$ cat config.mk
export PLATFORM = sky130hd
export DESIGN_NAME = cksum_crc32_engine_flat
export DESIGN_NICKNAME = d
export VERILOG_FILES = /design/src/sv/ck32_pkg.sv /design/src/sv/ck32_in_if.sv /design/src/sv/ck32_out_if.sv /design/src/sv/ck32_ctrl.sv /design/src/sv/ck32_datapath.sv /design/src/sv/cksum_crc32_engine.sv /design/src/flat_wrapper.sv
export SDC_FILE = /design/constraint.sdc
export NUM_CORES = 1
export LEC_CHECK = 0
export BUFFER_PORTS_ARGS = -buffer_cell sky130_fd_sc_hd__buf_2
export CELL_PAD_IN_SITES_DETAIL_PLACEMENT = 1
export CELL_PAD_IN_SITES_GLOBAL_PLACEMENT = 1
export CORE_ASPECT_RATIO = 0.7
export CORE_MARGIN = 2
export CORE_UTILIZATION = 35
export CTS_CLUSTER_SIZE = 30
export DETAILED_ROUTE_END_ITERATION = 8
export GPL_TIMING_DRIVEN = 0
export PLACE_DENSITY_LB_ADDON = 0.1
export SLEW_MARGIN = 40
export SYNTH_ARGS = -nofsm -noshare
export SYNTH_HDL_FRONTEND = slang
export SYNTH_SLANG_ARGS = --single-unit
$ cat constraint.sdc
create_clock -name clk -period 6.5 [get_ports clk]
set_input_delay 0.325 -clock clk [delete_from_list [all_inputs] [get_ports clk]]
set_output_delay 0.325 -clock clk [all_outputs]
set_load 0.01 [all_outputs]
$ cat src/sv/ck32_pkg.sv
// ----------------------------------------------------------------------------
// ck32_pkg
// Shared types, constants and the byte-wide CRC-32 step for the checksum
// engine.
// ----------------------------------------------------------------------------
package ck32_pkg;

  localparam logic [31:0] CRC_POLY = 32'h04C1_1DB7;
  localparam logic [31:0] CRC_MSB  = 32'h8000_0000;

  // Controller states, one-hot
  typedef enum logic [1:0] {
    ST_RUN  = 2'b01,   // taking message words
    ST_TAIL = 2'b10    // folding length bytes, then emitting
  } ck32_state_t;

  // Controller to datapath
  typedef struct packed {
    logic feed_byte;   // accepted word carries a message byte
    logic start_tail;  // accepted word closes the message
    logic feed_tail;   // fold low length byte into the CRC
    logic emit;        // load result register, clear running state
  } ck32_cmd_t;

  // Datapath to controller
  typedef struct packed {
    logic rem_zero;    // no length bytes left to fold
  } ck32_status_t;

  // One byte through the non-reflected CRC-32, MSB first
  function automatic logic [31:0] crc_feed(input logic [31:0] crc, input logic [7:0] b);
    logic [31:0] c;
    c = crc ^ {b, 24'h00_0000};
    for (int k = 0; k < 8; k++) begin
      c = ((c & CRC_MSB) != 32'h0) ? ((c << 1) ^ CRC_POLY) : (c << 1);
    end
    return c;
  endfunction

endpackage

$ cat src/sv/ck32_in_if.sv
// ----------------------------------------------------------------------------
// ck32_in_if
// Message word channel: one optional byte plus an end-of-message mark.
// ----------------------------------------------------------------------------
interface ck32_in_if;
  logic       valid;
  logic       ready;
  logic [7:0] data_byte;
  logic       has_byte;
  logic       last;

  modport source (output valid, output data_byte, output has_byte, output last,
                  input ready);
  modport sink   (input valid, input data_byte, input has_byte, input last,
                  output ready);
endinterface

$ cat src/sv/ck32_out_if.sv
// ----------------------------------------------------------------------------
// ck32_out_if
// Result channel: inverted CRC and byte count of one message.
// ----------------------------------------------------------------------------
interface ck32_out_if;
  logic        valid;
  logic        ready;
  logic [31:0] checksum;
  logic [31:0] byte_count;

  modport source (output valid, output checksum, output byte_count, input ready);
  modport sink   (input valid, input checksum, input byte_count, output ready);
endinterface

$ cat src/sv/ck32_ctrl.sv
// ----------------------------------------------------------------------------
// ck32_ctrl
// Sequencer: takes message words, walks the length tail, and owns the
// result register's valid flag.
// ----------------------------------------------------------------------------
module ck32_ctrl (
  input  logic                    clk,
  input  logic                    rst,
  input  logic                    in_valid,
  input  logic                    in_has_byte,
  input  logic                    in_last,
  output logic                    in_ready,
  output logic                    out_valid,
  input  logic                    out_ready,
  output ck32_pkg::ck32_cmd_t     cmd,
  input  ck32_pkg::ck32_status_t  status
);
  import ck32_pkg::*;

  ck32_state_t state, state_next;
  logic        out_valid_next;
  logic        in_fire;
  logic        slot_free;

  assign in_ready  = (state == ST_RUN);
  assign in_fire   = in_valid && in_ready;
  assign slot_free = !out_valid || out_ready;

  // Commands
  always_comb begin
    cmd.feed_byte  = in_fire && in_has_byte;
    cmd.start_tail = in_fire && in_last;
    cmd.feed_tail  = (state == ST_TAIL) && !status.rem_zero;
    cmd.emit       = (state == ST_TAIL) && status.rem_zero && slot_free;
  end

  // Next state
  always_comb begin
    state_next = state;
    case (state)
      ST_RUN: begin
        if (cmd.start_tail) state_next = ST_TAIL;
      end
      ST_TAIL: begin
        if (cmd.emit) state_next = ST_RUN;
      end
      default: state_next = ST_RUN;
    endcase
  end

  // Result valid: set on emit, cleared when taken
  always_comb begin
    out_valid_next = out_valid;
    if (out_valid && out_ready) out_valid_next = 1'b0;
    if (cmd.emit)               out_valid_next = 1'b1;
  end

  always_ff @(posedge clk) begin
    if (rst) begin
      state     <= ST_RUN;
      out_valid <= 1'b0;
    end else begin
      state     <= state_next;
      out_valid <= out_valid_next;
    end
  end

  // Closing word always starts the tail walk
  a_last_to_tail: assert property (@(posedge clk) disable iff (rst)
    cmd.start_tail |=> (state == ST_TAIL))
    else $error("closing word did not enter tail");

  // Finished tail waits while the result register is occupied
  a_hold_tail: assert property (@(posedge clk) disable iff (rst)
    ((state == ST_TAIL) && status.rem_zero && out_valid && !out_ready) |=>
      (state == ST_TAIL))
    else $error("tail left with result register full");

  // Emit always presents a result next cycle
  a_emit_valid: assert property (@(posedge clk) disable iff (rst)
    cmd.emit |=> out_valid)
    else $error("emit without result valid");

  // A result only appears after an emit
  a_valid_src: assert property (@(posedge clk) disable iff (rst)
    $rose(out_valid) |-> $past(cmd.emit))
    else $error("result valid without emit");

endmodule

$ cat src/sv/ck32_datapath.sv
// ----------------------------------------------------------------------------
// ck32_datapath
// Running CRC, byte counter, length shifter and result register.
// ----------------------------------------------------------------------------
module ck32_datapath (
  input  logic                    clk,
  input  logic                    rst,
  input  logic [7:0]              data_byte,
  input  ck32_pkg::ck32_cmd_t     cmd,
  output ck32_pkg::ck32_status_t  status,
  output logic [31:0]             checksum,
  output logic [31:0]             byte_count
);
  import ck32_pkg::*;

  logic [31:0] crc;
  logic [31:0] count;
  logic [31:0] rem;
  logic [31:0] count_next;
  logic [7:0]  crc_in;
  logic [31:0] crc_step;

  // One shared byte step: message byte or low length byte
  assign crc_in     = cmd.feed_tail ? rem[7:0] : data_byte;
  assign crc_step   = crc_feed(crc, crc_in);
  assign count_next = count + 32'd1;

  assign status.rem_zero = (rem == 32'h0);

  // Running state
  always_ff @(posedge clk) begin
    if (rst) begin
      crc   <= 32'h0;
      count <= 32'h0;
    end else if (cmd.emit) begin
      crc   <= 32'h0;
      count <= 32'h0;
    end else begin
      if (cmd.feed_byte || cmd.feed_tail) crc <= crc_step;
      if (cmd.feed_byte)                  count <= count_next;
    end
  end

  // Length shifter, loaded with the final count
  always_ff @(posedge clk) begin
    if (cmd.start_tail) begin
      rem <= cmd.feed_byte ? count_next : count;
    end else if (cmd.feed_tail) begin
      rem <= rem >> 8;
    end
  end

  // Result register
  always_ff @(posedge clk) begin
    if (cmd.emit) begin
      checksum   <= ~crc;
      byte_count <= count;
    end
  end

endmodule

$ cat src/sv/cksum_crc32_engine.sv
// ----------------------------------------------------------------------------
// cksum_crc32_engine
// Streaming POSIX cksum: CRC-32 over message bytes, then the length bytes.
//
//   channel | dir | fields                       | word
//   msg     | in  | data_byte, has_byte, last    | one optional byte
//   res     | out | checksum, byte_count         | one result per message
//
// Message words are taken in RUN; the byte CRC step is combinational.
// A closing word starts a walk over the length bytes up to the highest nonzero one (0 to 4),
// one byte a cycle through the same CRC step, followed by an emit.
// Synchronous reset clears the CRC, the counter, the state and res.valid.
// The result sits in a register; a new message streams in while it waits,
// and only the next emit stalls, holding off msg words, until the previous result is taken.
// ----------------------------------------------------------------------------
module cksum_crc32_engine (
  input  logic        clk,
  input  logic        rst,
  ck32_in_if.sink     msg,
  ck32_out_if.source  res
);
  import ck32_pkg::*;

  ck32_cmd_t    cmd;
  ck32_status_t status;

  ck32_ctrl u_ctrl (
    .clk         (clk),
    .rst         (rst),
    .in_valid    (msg.valid),
    .in_has_byte (msg.has_byte),
    .in_last     (msg.last),
    .in_ready    (msg.ready),
    .out_valid   (res.valid),
    .out_ready   (res.ready),
    .cmd         (cmd),
    .status      (status)
  );

  ck32_datapath u_dp (
    .clk        (clk),
    .rst        (rst),
    .data_byte  (msg.data_byte),
    .cmd        (cmd),
    .status     (status),
    .checksum   (res.checksum),
    .byte_count (res.byte_count)
  );

endmodule

$ cat src/flat_wrapper.sv
// flat-port wrapper written by rule: the top's interface ports become plain ports
module cksum_crc32_engine_flat import ck32_pkg::*;
  (clk, rst, msg_valid, msg_data_byte, msg_has_byte, msg_last, msg_ready, res_valid, res_checksum, res_byte_count, res_ready);
  ck32_in_if msg_i ();
  ck32_out_if res_i ();
  input  logic clk;
  input  logic rst;
  input wire logic [$bits(msg_i.valid)-1:0] msg_valid;
  input wire logic [$bits(msg_i.data_byte)-1:0] msg_data_byte;
  input wire logic [$bits(msg_i.has_byte)-1:0] msg_has_byte;
  input wire logic [$bits(msg_i.last)-1:0] msg_last;
  output wire logic [$bits(msg_i.ready)-1:0] msg_ready;
  output wire logic [$bits(res_i.valid)-1:0] res_valid;
  output wire logic [$bits(res_i.checksum)-1:0] res_checksum;
  output wire logic [$bits(res_i.byte_count)-1:0] res_byte_count;
  input wire logic [$bits(res_i.ready)-1:0] res_ready;
  assign msg_i.valid = msg_valid;
  assign msg_i.data_byte = msg_data_byte;
  assign msg_i.has_byte = msg_has_byte;
  assign msg_i.last = msg_last;
  assign msg_ready = msg_i.ready;
  assign res_valid = res_i.valid;
  assign res_checksum = res_i.checksum;
  assign res_byte_count = res_i.byte_count;
  assign res_i.ready = res_ready;
  cksum_crc32_engine u_core (.clk(clk), .rst(rst), .msg(msg_i), .res(res_i));
endmodule
==> results by group <==
Clocking
  – Num CTS Buffers: 17
  – Worst skew pair latency: 430 ps
  – Clock transition at the registers of the reported paths: 60 ps
  – Post-CTS Resized: 0
  – CTS tree: yes
  – Clock Tree Root: clkbuf_16
  – Cts hold-fix bufs: 0
  – Sink Count: 163
  – H-tree levels: 4
  – Post-CTS setup buffers: 0
  – Max Buffers Root-to-Sink: 2

Global routing
  – Total track usage: 17.5%
  – Total grt overflow: 0
  – Antenna violations before repair: 0
  – Largest net degree at the start of global routing: 39
  – Vias in the first global route: 4,570
  – First-pass GRT wire length: 26,800 um

Placed design
  – Detail Placement HPWL: 12,300 um
  – Placed Cells: 885
  – Final Wtd Congestion: 0.812
  – IO buf count: 79

Power and ir drop
  – Comb pwr share: 16.3%
  – Reg power frac: 43.0%
  – Sw Ratio: 26.1%
  – Power Dens Cells: 337 mW/mm^2
  – VDD IR-drop max: 115 uV
  – Switching pwr: 0.717 mW
  – Clock Power Share: 40.7%
  – Internal Pwr Total: 2.03 mW
  – Leakage Power: 2.76 nW

Logic synthesis
  – Post-synth top area share: 42.5%
  – Complex-gate fraction of the synthesized area: 5.28%
  – Synth Area in Simple Gates: 11.4%
  – Synth Area in Adders: 0.185%
  – Largest family of logic cells by synthesized area: XOR/XNOR gates
  – Seq/Total Area, Yosys: 62.3%
  – Synth top area cells: edfxtp_1 43%, dfxtp_1 20%, xnor2_1 7.8%, nor2_1 3.8%, nand2_1 3.5%
  – Synth Cell Area: 0.00678 mm^2
  – Area leader, netlist: edfxtp_1
  – Synthesized area per cell: 12.0 um^2
  – Post-synth EDFFs: 96
  – Seq cells post-synth: 163
  – Yosys cell types: 35
  – Post-synthesis mux area share: 1.44%
  – Synth cell count leaders: 96 x edfxtp_1, 68 x nor2_1, 67 x dfxtp_1, 63 x nand2_1, 60 x xnor2_1
  – Post-synth ARST share: 0%
  – Syn_nets: 578
  – Top_reg_cell synth: edfxtp_1
  – Xor/xnor cell area share of the yosys netlist: 16.2%
  – Ys Warns: 0
  – Syn Inst Count: 563
  – Cell with the most instances after synthesis: edfxtp_1

Setup path
  – Crit Path Class: reg2reg
  – Critical path's slowest cell: and3_4
  – Crit path buffers/inverters: 3
  – CP Cell Sequence: nor4_1 > nand4_1 > nor2_1 > and3_4 > buf_12 > or2_2 > clkbuf_1 > clkbuf_1 > o22ai_1
  – CP arrival: 3700 ps
  – R2r worst-path depth: 9
  – Crit path launch type: flop
  – FF-to-FF Start: u_core.u_dp.rem[6]$_DFFE_PP_
  – CP max FO: 38
  – RR Endpoint: u_core.u_dp.crc[13]$_SDFFE_PP0P_
  – Most used cell, CP: clkbuf_1
  – WP data required: 6780 ps
  – R2r setup slk: 3080 ps
  – Cell family with most CP delay: simple AND/OR/NAND/NOR gates
  – Slowest stage delay, CP: 530 ps
  – Worst Setup End Kind: flop

Route
  – Detailed Route WL: 16,800 um
  – Iteration-0 DRC Markers: 312
  – Wire per inst: 18.4 um
  – Drt pass-1 iters: 4
  – Routed via count: 4,350
  – ANT nets after route: 0
  – Vias per cell: 4.74
  – # DRC: 0

Timing
  – TNS Setup: 0 ps
  – RSZ-0062 raised after global routing: no
  – Final count of pins violating max slew: 0
  – Relative slew slack: 49.1%
  – Post-route minimum period: 3420 ps
  – Worst-margin pin slew: 761 ps
  – Count of final setup violators: 0
  – Final Hold Fails: 0
  – Fin crit share: 52.6%
  – Setup Skew: 8.84 ps
  – Achievable Freq: 293 MHz

Hold path
  – Hold WC Path Type: in2reg
  – Hold EP: u_core.u_ctrl.out_valid$_SDFFE_PP0P_
  – Hold path startpoint: rst
  – Hold depth: 2

Flow run
  – Max Cap Violations: 0

Die
  – Die width: 170 um
  – CORE AREA: 0.0189 mm^2
  – Top-Level Pins: 80
  – Die area: 0.0205 mm^2
  – Starting density of the core: 35.8%
  – Chip Height: 120 um
  – Row Count: 42

Outcome
  – Status: completed

Cells and area
  – Post-Layout Cell Count: 917
  – Final #Nets: 677
  – Fill count: 2,041
  – Diodes inserted: 0
  – Area of the multi-input gates: 0.00235 mm^2
  – P&R area growth vs syn: 20.3%
  – Share of layout cells above drive strength 1: 19.9%
  – Sequential cell area: 0.00422 mm^2
[sequential cells by signal (all words and copies together) (netlist names)]
signal and flops:
u_core.u_ctrl.out_valid 1, u_core.u_ctrl.state 2, u_core.u_dp.byte_count 32, u_core.u_dp.checksum 32
u_core.u_dp.count 32, u_core.u_dp.crc 32, u_core.u_dp.rem 32
[worst max path at each step]
stage	cells after the start	to	slack, ps	from
5_1_grt	9	u_core.u_dp.count[29]$_SDFF_PP0_	2780	u_core.u_dp.rem[28]$_SDFFCE_PN0P_
3_5_place_dp	9	u_core.u_dp.crc[11]$_SDFFE_PP0P_	3040	u_core.u_dp.rem[6]$_DFFE_PP_
6_report	9	u_core.u_dp.crc[13]$_SDFFE_PP0P_	3080	u_core.u_dp.rem[6]$_DFFE_PP_
4_1_cts	9	u_core.u_dp.count[29]$_SDFF_PP0_	2980	u_core.u_dp.rem[6]$_DFFE_PP_
2_1_floorplan	8	u_core.u_dp.crc[10]$_SDFFE_PP0P_	2870	u_core.u_dp.rem[31]$_SDFFCE_PN0P_
3_3_place_gp	8	u_core.u_dp.count[26]$_SDFF_PP0_	1390	u_core.u_dp.rem[6]$_DFFE_PP_
[cells by family (layout without fill, tap and decap cells)]
group,after synthesis,in the layout
compound gates,59,59
xor+xnor,101,101
fa+ha+maj,1,1
buf+inv,55,167
flops,163,163
mux,9,9
simple gates,175,175
[area by class of cell]
type	count	area share (%)
Multi-Input combinational cell	345	28.8
Clock inverter	13	2.52
Inverter	34	1.57
Tap cell	242	3.72
Sequential cell	163	51.8
Clock buffer	19	5.43
Buffer	21	1.06
Timing Repair Buffer	80	5.10
[per-stage QoR]
step           power (mW)  hold slack [ps]  setup WS [ps]  util [%]  cell area [um^2]
4_1_cts              2.77              132           2980      43.1              8150
3_3_place_gp         1.64              440           1390      39.5              7470
2_1_floorplan        1.54              394           2870         -              6780
6_report             2.75              144           3080      43.1              8150
3_5_place_dp         1.65              454           3040      39.7              7500
5_1_grt              2.85              141           2780      43.1              8150
[power by group through the flow]
stage	Combinational, mW	Sequential, mW	Clock, mW
floorplan	0.352	1.19	0
global route	0.489	1.19	1.18
global placement	0.436	1.20	0
detailed placement	0.445	1.20	0
CTS	0.452	1.18	1.13
finish	0.447	1.18	1.12
[metal layers]
metal / routed length, um / up-vias / global-route usage (%)
li1: - / 2113 / -
met1: 9230 / 2139 / 27.5
met2: 6810 / 84 / 23.9
met3: 682 / 14 / 4.09
met4: 119 / 0 / 4.59
met5: 0 / - / 0
[layout by cell type (no fill, tap or decap), types with 17 or more instances in the layout]
master,instances
buf_2,79
edfxtp_1,96
inv_1,34
xnor2_1,60
o21ai_0,24
nand2_1,62
xor2_1,26
clkbuf_1,19
dfxtp_1,67
clkbuf_16,17
nor2_1,68
(Power assumes the default switching activity.)
